**src/rtl/lutf8_pkg.sv**
```systemverilog
// Package for the lenient UTF-8 decoder: transaction types, decoder state and constants.
// No dependencies.
`timescale 1ns / 1ps

package lutf8_pkg;

  localparam int unsigned CpWidth  = 21;
  localparam int unsigned LenWidth = 3;

  localparam logic [7:0] AsciiLimit = 8'h80;
  localparam logic [7:0] Mask2      = 8'hE0;
  localparam logic [7:0] Lead2      = 8'hC0;
  localparam logic [7:0] Mask3      = 8'hF0;
  localparam logic [7:0] Lead3      = 8'hE0;
  localparam logic [7:0] Mask4      = 8'hF8;
  localparam logic [7:0] Lead4      = 8'hF0;
  localparam logic [7:0] Bits2      = 8'h1F;
  localparam logic [7:0] Bits3      = 8'h0F;
  localparam logic [7:0] Bits4      = 8'h07;
  localparam logic [7:0] ContBits   = 8'h3F;

  localparam logic [LenWidth-1:0] Len1 = 3'd1;
  localparam logic [LenWidth-1:0] Len2 = 3'd2;
  localparam logic [LenWidth-1:0] Len3 = 3'd3;
  localparam logic [LenWidth-1:0] Len4 = 3'd4;

  typedef struct packed {
    logic [7:0] data_byte;
    logic       last_byte;
  } byte_item_t;

  typedef struct packed {
    logic [CpWidth-1:0]  code_point;
    logic [LenWidth-1:0] sequence_length;
    logic                last_point;
    logic                truncated;
  } point_item_t;

  typedef struct packed {
    logic [1:0]          bytes_pending;
    logic [CpWidth-1:0]  partial_value;
    logic [LenWidth-1:0] pending_length;
  } dec_state_t;

  typedef struct packed {
    logic        emit;
    point_item_t point;
  } step_result_t;

  localparam dec_state_t IdleState = '{
    bytes_pending:  2'd0,
    partial_value:  '0,
    pending_length: Len1
  };

endpackage

```
**src/rtl/lutf8_step.sv**
```systemverilog
// Combinational decode step: applies one byte to the decoder state.
// Depends on lutf8_pkg.
`timescale 1ns / 1ps

module lutf8_step (
  input  lutf8_pkg::dec_state_t   cur_state,
  input  lutf8_pkg::byte_item_t   item,
  output lutf8_pkg::dec_state_t   state_next,
  output lutf8_pkg::step_result_t result
);
  import lutf8_pkg::*;

  logic                lead_ok;
  logic [LenWidth-1:0] lead_len;
  logic [7:0]          lead_bits;
  logic [1:0]          acc_pending;
  logic [CpWidth-1:0]  acc_value;
  logic [LenWidth-1:0] acc_length;
  logic [CpWidth-1:0]  filled_value;

  always_comb begin
    lead_ok   = 1'b1;
    lead_len  = Len2;
    lead_bits = item.data_byte & Bits2;
    priority if ((item.data_byte & Mask2) == Lead2) begin
      lead_len  = Len2;
      lead_bits = item.data_byte & Bits2;
    end else if ((item.data_byte & Mask3) == Lead3) begin
      lead_len  = Len3;
      lead_bits = item.data_byte & Bits3;
    end else if ((item.data_byte & Mask4) == Lead4) begin
      lead_len  = Len4;
      lead_bits = item.data_byte & Bits4;
    end else begin
      lead_ok = 1'b0;
    end
  end

  always_comb begin
    if (cur_state.bytes_pending == 2'd0) begin
      acc_value   = {{(CpWidth-8){1'b0}}, lead_bits};
      acc_pending = lead_len[1:0] - 2'd1;
      acc_length  = lead_len;
    end else begin
      acc_value   = {cur_state.partial_value[CpWidth-7:0], item.data_byte[5:0]};
      acc_pending = cur_state.bytes_pending - 2'd1;
      acc_length  = cur_state.pending_length;
    end
  end

  // Missing continuation bytes contribute six zero bits each.
  always_comb begin
    unique case (acc_pending)
      2'd1:    filled_value = {acc_value[CpWidth-7:0], 6'd0};
      2'd2:    filled_value = {acc_value[CpWidth-13:0], 12'd0};
      2'd3:    filled_value = {acc_value[CpWidth-19:0], 18'd0};
      default: filled_value = acc_value;
    endcase
  end

  always_comb begin
    state_next = cur_state;
    result     = '0;
    if (cur_state.bytes_pending == 2'd0 && (item.data_byte < AsciiLimit || !lead_ok)) begin
      result.emit                  = 1'b1;
      result.point.code_point      = {{(CpWidth-8){1'b0}}, item.data_byte};
      result.point.sequence_length = Len1;
      result.point.last_point      = item.last_byte;
      result.point.truncated       = 1'b0;
      state_next                   = IdleState;
    end else if (acc_pending == 2'd0) begin
      result.emit                  = 1'b1;
      result.point.code_point      = acc_value;
      result.point.sequence_length = acc_length;
      result.point.last_point      = item.last_byte;
      result.point.truncated       = 1'b0;
      state_next                   = IdleState;
    end else if (item.last_byte) begin
      result.emit                  = 1'b1;
      result.point.code_point      = filled_value;
      result.point.sequence_length = acc_length;
      result.point.last_point      = 1'b1;
      result.point.truncated       = 1'b1;
      state_next                   = IdleState;
    end else begin
      state_next.bytes_pending  = acc_pending;
      state_next.partial_value  = acc_value;
      state_next.pending_length = acc_length;
    end
  end

endmodule

```
**src/rtl/lenient_utf8_decoder.sv**
```systemverilog
// Top level of the lenient UTF-8 decoder: decoder state and the result register.
// Depends on lutf8_pkg and lutf8_step.
//
//   channel  direction  handshake                 payload
//   byte     in         byte_valid / byte_ready   byte_item  (data_byte, last_byte)
//   point    out        point_valid / point_ready point_item (code_point, sequence_length,
//                                                             last_point, truncated)
//
// Each byte is decoded in the cycle it is accepted; a resulting code point appears on
// the point channel in the following cycle, held in a single result register.
// One byte can be accepted every cycle while the result register is empty or being read.
// A stalled point channel holds byte_ready low until the waiting result is taken.
// Synchronous reset returns the decoder to the start of a string and empties the output.
`timescale 1ns / 1ps

module lenient_utf8_decoder (
  input  logic                   clk,
  input  logic                   rst,
  input  logic                   byte_valid,
  output logic                   byte_ready,
  input  lutf8_pkg::byte_item_t  byte_item,
  output logic                   point_valid,
  input  logic                   point_ready,
  output lutf8_pkg::point_item_t point_item
);
  import lutf8_pkg::*;

  dec_state_t   dec_state;
  dec_state_t   dec_state_next;
  step_result_t step_res;
  logic         byte_take;

  assign byte_ready = !point_valid || point_ready;
  assign byte_take  = byte_valid && byte_ready;

  lutf8_step u_step (
    .cur_state  (dec_state),
    .item       (byte_item),
    .state_next (dec_state_next),
    .result     (step_res)
  );

  always_ff @(posedge clk) begin
    if (rst) begin
      dec_state   <= IdleState;
      point_valid <= 1'b0;
    end else begin
      if (byte_take) begin
        dec_state <= dec_state_next;
      end
      if (byte_take) begin
        point_valid <= step_res.emit;
      end else if (point_ready) begin
        point_valid <= 1'b0;
      end
    end
  end

  always_ff @(posedge clk) begin
    if (byte_take && step_res.emit) begin
      point_item <= step_res.point;
    end
  end

endmodule

```
**config.mk**
```make
export PLATFORM = sky130hd
export DESIGN_NAME = lenient_utf8_decoder
export DESIGN_NICKNAME = d
export VERILOG_FILES = /design/src/rtl/lutf8_pkg.sv /design/src/rtl/lutf8_step.sv /design/src/rtl/lenient_utf8_decoder.sv
export SDC_FILE = /design/constraint.sdc
export NUM_CORES = 1
export LEC_CHECK = 0
export BUFFER_PORTS_ARGS = -buffer_cell sky130_fd_sc_hd__buf_4
export CAP_MARGIN = 20
export CORE_MARGIN = 2
export CORE_UTILIZATION = 30
export CTS_CLUSTER_DIAMETER = 150
export DETAILED_ROUTE_END_ITERATION = 10
export SYNTH_ARGS = -nofsm -noshare
export SYNTH_HDL_FRONTEND = slang
export SYNTH_SLANG_ARGS = --single-unit
```
**constraint.sdc**
```tcl
create_clock -name clk -period 3.7 [get_ports clk]
set_input_delay 0.925 -clock clk [delete_from_list [all_inputs] [get_ports clk]]
set_output_delay 0.925 -clock clk [all_outputs]
set_load 0.05 [all_outputs]
```
# After elaboration in Yosys (flattened, before gate mapping)
# Index checks and enable logic that the tools add are counted.
[op_classes]
n_addsub = 2
order_cmp = 1
eq_ne = 6
n_mux = 21
n_reduce_logical = 11
[ops]
columns = ["op", "n"]
rows = [
  ["$mux W27", 3],
  ["$mux W26", 3],
  ["$pmux W21 S3", 1],
  ["$mux W21", 1],
  ["$mux W8", 2],
  ["$mux W3", 4],
  ["$lt A8 B8 Y1 const B", 1],
  ["$eq A5 B5 Y1 const B", 1],
  ["$mux W1", 5],
  ["$mux W5", 1],
  ["$eq A2 B2 Y1 const B", 2],
  ["$eq A4 B4 Y1 const B", 1],
  ["$logic_not A2 Y1", 2],
  ["$sub A2 B1 Y2 const B", 2],
  ["$eq A3 B3 Y1 const B", 1],
  ["$logic_and A1 B1 Y1", 3],
  ["$eq A2 B1 Y1 const B", 1],
  ["$logic_not A1 Y1", 2],
  ["$logic_or A1 B1 Y1", 2],
  ["$mux W2", 1],
  ["$reduce_bool A2 Y1", 1],
  ["$reduce_or A2 Y1", 1],
]
[word_totals]
regBits = 47
inputBits = 13
output_inout_bits = 28
word_cells = 50

# Depth between registers and ports, before layout
# Gate-level depths: netlist (run 1).
[logic_depth]
word_depth = 12
ltp_mapped = 11
depth_no_buf = 9

# Modules after synthesis
# Synthesis (run 1) repeated with hierarchy kept, for this count alone.
[hier_totals]
hier_cells = 286
area_unflattened_um2 = 2949.1
[by_module_without_submodules]
columns = ["mod", "n_inst", "cells_per_inst", "area_each_um2", "seq_area_each_um2"]
rows = [
  ["lenient_utf8_decoder", 1, 150, 2058.2, 1321.3],
  ["lutf8_step", 1, 136, 890.9, 0.0],
]

# Worst setup path after synthesis (run 1)
# Ideal clock, no wire load.
[synth_path]
kind = "input port to flip-flop"
startpoint = "input port point_ready"
endpoint = "register point_item[0] (netlist name), enable pin"
setup_time_ps = 409
arrival_ps = 2901
required_time_ps = 3291
path_slack_ps = 390
cell_stages = 6
path_buffers = 3
cell_sequence = "nand2b_1 buf_2 nand2_1 buf_2 buf_2 nor2_1"
[synth_between]
elab_chain_len = 3
[synth_rtl]
columns = ["element", "line_no", "text"]
rows = [
  ["start: declaration", "lenient_utf8_decoder.sv:23", "input logic point_ready,"],
  ["$logic_or A1 B1 Y1", "lenient_utf8_decoder.sv:33", "assign byte_ready = !point_valid || point_ready;"],
  ["named net byte_ready", "lenient_utf8_decoder.sv:20", "output logic byte_ready,"],
  ["$logic_and A1 B1 Y1", "lenient_utf8_decoder.sv:34", "assign byte_take = byte_valid && byte_ready;"],
  ["$logic_and A1 B1 Y1", "lenient_utf8_decoder.sv:60", "if (byte_take && step_res.emit) begin"],
  ["end signal: assignment", "lenient_utf8_decoder.sv:61", "point_item <= step_res.point;"],
  ["end: declaration", "lenient_utf8_decoder.sv:24", "output lutf8_pkg::point_item_t point_item"],
]
# The timed path passes the listed nets, and every way through them passes these cells.
# A chain may end at the register's enable or synchronous reset.

# Worst setup path in the final report (run 1)
[layout_path]
startpoint = "register dec_state[24] (netlist name)"
endpoint = "register point_item[19] (netlist name), data pin"
[layout_between]
elab_chain_len = 6
elab_cells_between_ends = 12
classes_between = "add/sub: 1; eq/ne: 3; mux: 5; reduce/logical: 3"
[layout_rtl]
columns = ["element", "line_no", "text"]
rows = [
  ["start: declaration", "lenient_utf8_decoder.sv:28", "dec_state_t dec_state;"],
  ["start signal: assignment", "lenient_utf8_decoder.sv:45", "dec_state <= IdleState;"],
  ["start signal: assignment", "lenient_utf8_decoder.sv:49", "dec_state <= dec_state_next;"],
  ["$sub A2 B1 Y2 or $logic_not A2 Y1 (tied branches)", "lutf8_step.sv:46, lutf8_step.sv:40, lutf8_step.sv:64", ""],
  ["$mux W2", "lutf8_step.sv:40", "if (cur_state.bytes_pending == 2'd0) begin"],
  ["$eq A2 B2 Y1 or $eq A2 B1 Y1 (tied branches)", "lutf8_step.sv:53", "unique case (acc_pending)"],
  ["$pmux W21 S3", "lutf8_step.sv:53", ""],
  ["$mux W27", "lutf8_step.sv:78", "end else if (item.last_byte) begin"],
  ["$mux W27", "lutf8_step.sv:71", "end else if (acc_pending == 2'd0) begin"],
]
# Parallel ways exist; a longest one is shown, timed or not.

==> qor.yml, run 1 <==
fillerInstances: 730
fmaxAchievable_mhz: 340.6
place.gp.congestion: 0.9140
tightestPinTransition_ns: 0.8922
startpoint: "dec_state[24]"
die_width_um: 90.69
grt_first_pass_wirelength_mm: 9.163
finalWorstPathRequiredPeriod_ns: 2.936
cp_data_required_time_ns: 3.74
timing.critical_path.mode_cell: "nor2_1"
post_cts_hold_buffer_count: 0
ant_nets: 0
firstDrtPassIters: 4
postSynthCellCount: 230
end_kind: "flop"
core_region_area_sq_mm: 0.007253
holdWs_ns: 0.4588
peakVddDrop_mv: 0.1486
clk_path_buf_depth: 2
final_net_count: 281
async_reset_ff_share_pct: 0
port-buffer-count: 40
syn-num-nets: 247
ff2ff_path_depth: 7
dp_hpwl_mm: 3.849
seq_area_frac_synth_pct: 53.27
clkLatencyLatePin_ns: 0.30
syn-cell-area_sq_mm: 0.002255
tritoncts_num_sinks: 47
finish.instance_area_sq_mm: 0.002746
post-cts-setup-buffer-count: 0
fp.dieH_um: 90.69
synthToLayoutAreaGrowth_pct: 21.81
holdCritPathClass: "reg -> reg"
setup_repair_after_global_routing_missed_its_margin: "false"
grt_overflow_total: 0
final_common_cell: "buf_4"
syn-mean-instance-area_sq_um: 9.803
finalSetupViolations: 0
cts_root_buffer: "clkbuf_8"
synth_edf_count: 26
cts_max_level: 2
floorplan.initialDensity_pct: 31.09
critical_path.cell_chain: "nor2b_1 > nor2_1 > ha_1 > nand2_1 > nor2_1 > a222oi_1 > o22ai_1"
yosysWarnings: 0
worst_slew_margin_rel_pct: 40.40
holdPathStages: 2
initialDrtViolationCount: 181
power_mw: 1.188
tritoncts.num_buffers: 5
critical-path-slowest-cell: "nor2b_1"
worst_slack_ns: 0.7644
cts_tree: "done"
leakage_nw: 0.9826
timing_hold_violations_final: 0
cp_launch_type: "flop"
place_area_sq_mm: 0.002619
maxCapViolCount: 0
route.detailed.drc: 0
count_of_distinct_cell_types_in_the_synthesized_netlist: 40
layout.cells.most_common_list: "buf_4 (43), nand2_1 (30), edfxtp_1 (26), dfxtp_1 (21), nand3_1 (20)"
multi_input_comb_area_sq_um: 955.9
grt_max_degree: 27
worst-endpoint-arrival_ns: 2.98
place_ws_ns: 0.8649
postSynthRegisterBits: 47
routed_via_density: 5.113
cp_slowest_stage_delay_ns: 0.78
dr_total_vias: 1861
outcome: "complete, no violations"
totalNegativeSetupSlack_ns: 0
routedWlPerCell_um: 14.74
reg2reg_from: "dec_state[24]"
cts_resized: 0
min-delay-start: "dec_state[13]"
antenna_cells_inserted: 0
pwr_per_cell_area_mw_per_mm2: 432.5
grt_pass1_vias: 1790
top_level_ports: 41
reg_clk_slew_reported_paths_ns: 0.08
fin_crit_sh_pct: 79.34
grt_antenna_before_repair: 0
path_max_fanout: 14
ys_dominant_reg_cell: "edfxtp_1"
global_route.usage.total_pct: 13.71
ff_latch_area_sq_mm: 0.001201
timing.setup.critical_path_class: "reg -> reg"
final_slew_viol_count: 0
placement_rows: 31
worst_clock_skew_ns: 0.005441
layout-drive-gt1-share_pct: 21.13
floorplan.die_area_sq_mm: 0.008225
route.final.wire_length_mm: 5.366
==> final timing paths <==
kind | slack [ns] | endpoint
min | 0.46 | dec_state[13]
min reg2reg | 0.46 | dec_state[13]
max | 0.76 | point_item[19]
max reg2reg | 0.76 | point_item[19]
==> critical path: cells and delay by family (launching register included) <==
kind	cells	cell delay, ns
AOI/OAI and AO/OA	2	0.45
DFF	1	0.61
adders and majority gates	1	0.34
and+or+nand+nor	4	1.28
==> kinds of logic after synthesis <==
family	synth area share, %
flip-flops	53.27
adder cells (fa/ha/maj)	2.220
buffers and inverters	4.439
AO/OA/AOI/OAI	18.31
AND/OR/NAND/NOR	21.75
==> cells in the mapped netlist (all sizes together), types with 2 or more instances <==
| library cell | count | share of area (%) |
|---|---|---|
| nand2 | 30 | 5.0 |
| a31oi | 4 | 1.1 |
| clkbuf | 6 | 1.0 |
| nor3 | 2 | 0.67 |
| o22ai | 4 | 1.1 |
| a21oi | 17 | 3.9 |
| nor2b | 4 | 1.1 |
| a22o | 2 | 0.78 |
| nand3b | 3 | 1.0 |
| a2bb2oi | 5 | 1.9 |
| a32oi | 5 | 1.9 |
| and2 | 9 | 2.5 |
| nand4 | 2 | 0.55 |
| inv | 4 | 0.67 |
| buf | 10 | 2.8 |
| ha | 4 | 2.2 |
| edfxtp | 26 | 35 |
| a22oi | 8 | 2.7 |
| dfxtp | 21 | 19 |
| o21ai | 9 | 2.0 |
| nand3 | 20 | 4.4 |
| nor2 | 20 | 3.7 |
| nand2b | 3 | 0.83 |
==> registers in the layout, indices dropped and copies added (netlist names) <==
signal and cells:
dec_state 20, point_item 26, point_valid 1
==> through the flow <==
stage	std cells	util, %
after floorplan	230	-
after global placement	356	36.10
after detailed placement	356	36.10
after CTS	364	37.86
after global routing	364	37.86
final	364	37.86
==> metal layers <==
layer / up-vias / global-route usage, % / part of all wire, %
met4: 0 / 4.103 / 1.6
li1: 913 / - / -
met2: 81 / 20.83 / 45
met1: 860 / 19.32 / 46
met3: 7 / 3.172 / 7.4
met5: - / 0 / 0
==> power breakdown <==
group	internal (mW)	switching [mW]
Clock	0.243	0.168
Combinational	0.0569	0.139
Sequential	0.574	0.00783
==> area by class of cell <==
cell class | instances | share of cell area [%]
clock inverters | 1 | 1.093
inverters | 4 | 0.5467
well taps | 99 | 4.510
repair buffers | 43 | 11.75
clock buffers | 7 | 3.554
multi-input cells | 163 | 34.81
flip-flops and latches | 47 | 43.74
Power figures use the tool's default switching activity.
==> run 2: changes to the inputs <==
clock period = 2.55 ns   (was 3.7 ns; I/O delays follow)
==> qor.yml, run 2 (synthesized netlist as in run 1, its figures left out) <==
layout.cells.most_common_list: "buf_4 (51), nand2_1 (30), edfxtp_1 (26), dfxtp_1 (21), nand3_1 (20)"
worst_clock_skew_ns: 0.005743  # +0.0003026 ns
fin_crit_sh_pct: 91.97  # +13 points
fmaxAchievable_mhz: 426.4  # +25%
layout-drive-gt1-share_pct: 23.08  # +1.9 points
clockPowerShare_pct: 27.6  # -6.9 points
place_ws_ns: 0.09552  # -0.7694 ns
ff2ff_path_depth: 9  # +2
finish.utilization_pct: 38.16  # +0.29 points
tightestPinTransition_ns: 0.6121  # -0.2801 ns
final_slew_viol_count: 0  # unchanged
placement_rows: 31  # unchanged
die_width_um: 90.69  # unchanged
min-delay-start: "dec_state[15]"
grt_pass1_vias: 1792  # +0.11%
power_frac_seq_pct: 53.6  # +4.6 points
clk_path_buf_depth: 2  # unchanged
grt_first_pass_wirelength_mm: 9.432  # +2.9%
tritoncts_num_sinks: 47  # unchanged
post-cts-setup-buffer-count: 0  # unchanged
pwr_per_cell_area_mw_per_mm2: 569.3  # +32%
timing_hold_violations_final: 0  # unchanged
outcome: "complete, no violations"
cts_resized: 0  # unchanged
comb_power_share_pct: 18.8  # +2.3 points
holdPathStages: 2  # unchanged
core_region_area_sq_mm: 0.007253  # unchanged
leakage_nw: 0.9999  # +1.8%
cp_data_required_time_ns: 2.58  # -1.16 ns
cp_launch_type: "flop"
top_registers: "point_item (26), dec_state (20), point_valid (1)"
end_kind: "flop"
internal_power_mw: 1.109  # +27%
maxCapViolCount: 0  # unchanged
grt_overflow_total: 0  # unchanged
largest_register: "point_item"
synthToLayoutAreaGrowth_pct: 22.75
hold-path-endpoint: "dec_state[15]"
grt_antenna_before_repair: 0  # unchanged
met3_usage_pct: 3.005  # -0.17 points
cts_max_level: 2  # unchanged
cts_root_buffer: "clkbuf_8"
initialDrtViolationCount: 152  # -16%
regToRegEndpoint: "point_item[19]"
top_level_ports: 41  # unchanged
firstDrtPassIters: 5  # +1
reg_clk_slew_reported_paths_ns: 0.09  # about the same
antenna_cells_inserted: 0  # unchanged
place.gp.congestion: 0.9325  # +2.0%
finalSetupViolations: 0  # unchanged
route.detailed.drc: 0  # unchanged
holdCritPathClass: "reg -> reg"
global_route.usage.total_pct: 14.16  # +0.46 points
fillerInstances: 721  # -1.2%
cts_tree: "done"
floorplan.initialDensity_pct: 31.09  # unchanged
grt.met1_usage_pct: 18.98  # -0.35 points
flip_flop_count_of_the_largest_register_all_copies_and_words_added: 26  # unchanged
totalNegativeSetupSlack_ns: 0  # unchanged
peakVddDrop_mv: 0.1997  # +34%
gr-usage-met2_pct: 22.76  # +1.9 points
reg2reg_from: "dec_state[25]"
tritoncts.num_buffers: 5  # unchanged
power_switching_share_pct: 29.62  # +3.2 points
fp.dieH_um: 90.69  # unchanged
grt_max_degree: 27  # unchanged
finalWorstPathRequiredPeriod_ns: 2.345  # -0.5903 ns
worst-endpoint-arrival_ns: 2.38  # -0.60 ns
setup_repair_after_global_routing_missed_its_margin: "false"
worst_slew_margin_rel_pct: 59.19  # +19 points
ant_nets: 0  # unchanged
routedWlPerCell_um: 15.58  # +5.7%
setup.reg_to_reg.worst_slack_ns: 0.20  # -0.56 ns
port-buffer-count: 40  # unchanged
post_cts_hold_buffer_count: 0  # unchanged
clkLatencyLatePin_ns: 0.30  # about the same
route.final.wire_length_mm: 5.796  # +8.0%
worst_slack_ns: 0.2047  # -0.5597 ns
final_common_cell: "buf_4"
switching_power_uw: 466.7  # +49%
timing.setup.critical_path_class: "reg -> reg"
routed_via_density: 5.161  # +0.95%
path_max_fanout: 12  # -2
grt_most_used_layer: "met2"
final_net_count: 289  # +2.8%
dr_total_vias: 1920  # +3.2%
dp_hpwl_mm: 4.198  # +9.1%
floorplan.die_area_sq_mm: 0.008225  # unchanged
-- run 2: cell types whose count changed in the layout (fill, tap and decap cells not counted) --
cell	delta
nor2_4	+1
buf_4	+8
bufinv_16	-1
clkinvlp_4	+1
clkbuf_1	-1
nor2_2	-1
clkbuf_16	-1
clkinv_1	+2
-- run 2: worst max-delay path by stage --
stage	start	to	slack [ns]	depth (start not counted)
after floorplan	point_ready	point_item[0]	0.24	6
after global placement	byte_item[6]	point_item[19]	0.17	10
after detailed placement	byte_item[6]	point_item[19]	0.1	10
after CTS	dec_state[25]	point_item[19]	0.24	9
after global routing	dec_state[25]	point_item[19]	0.06	9
final	dec_state[25]	point_item[19]	0.20	9
-- run 2: per-stage QoR --
stage	hold slack, ns	area [sq um]	cells	power [mW]
after CTS	0.4624	2768	372	1.585
after global routing	0.4837	2768	372	1.630
after detailed placement	0.4496	2684	364	1.158
after global placement	0.4405	2684	364	1.158
after floorplan	0.4321	2262	230	1.058
final	0.4603	2768	372	1.576
-- run 2: area by class of cell --
type / instances / area, sq um / share of cell area (%)
Sequential cell: 47 / 1201 / 43.40
Clock inverter: 3 / 15.01 / 0.5425
Multi-Input combinational cell: 163 / 960.9 / 34.72
Inverter: 4 / 15.01 / 0.5425
Clock buffer: 5 / 68.82 / 2.486
Tap cell: 99 / 123.9 / 4.476
Timing Repair Buffer: 51 / 382.9 / 13.83
-- run 2: layer usage --
layer | share of wire [%] | wire, um
met1 | 44 | 2573
met2 | 46 | 2671
met3 | 7.4 | 428
met4 | 2.1 | 123
met5 | 0 | 0
-- run 2: power by group through the flow --
| stage | clock network (mW) | registers (mW) | logic (mW) |
|---|---|---|---|
| after floorplan | 0 | 0.958 | 0.100 |
| after global placement | 0 | 0.861 | 0.297 |
| after detailed placement | 0 | 0.862 | 0.296 |
| after CTS | 0.444 | 0.844 | 0.296 |
| after global routing | 0.467 | 0.847 | 0.315 |
| final | 0.435 | 0.844 | 0.297 |
-- run 2: critical path, cell delays in order (launching register included) --
cell,delay [ns]
dfxtp_1,0.43
or2_1,0.28
nor3_2,0.27
nor2_1,0.12
ha_1,0.27
nand2_1,0.12
nor2_1,0.05
buf_4,0.15
a222oi_1,0.23
o22ai_1,0.15
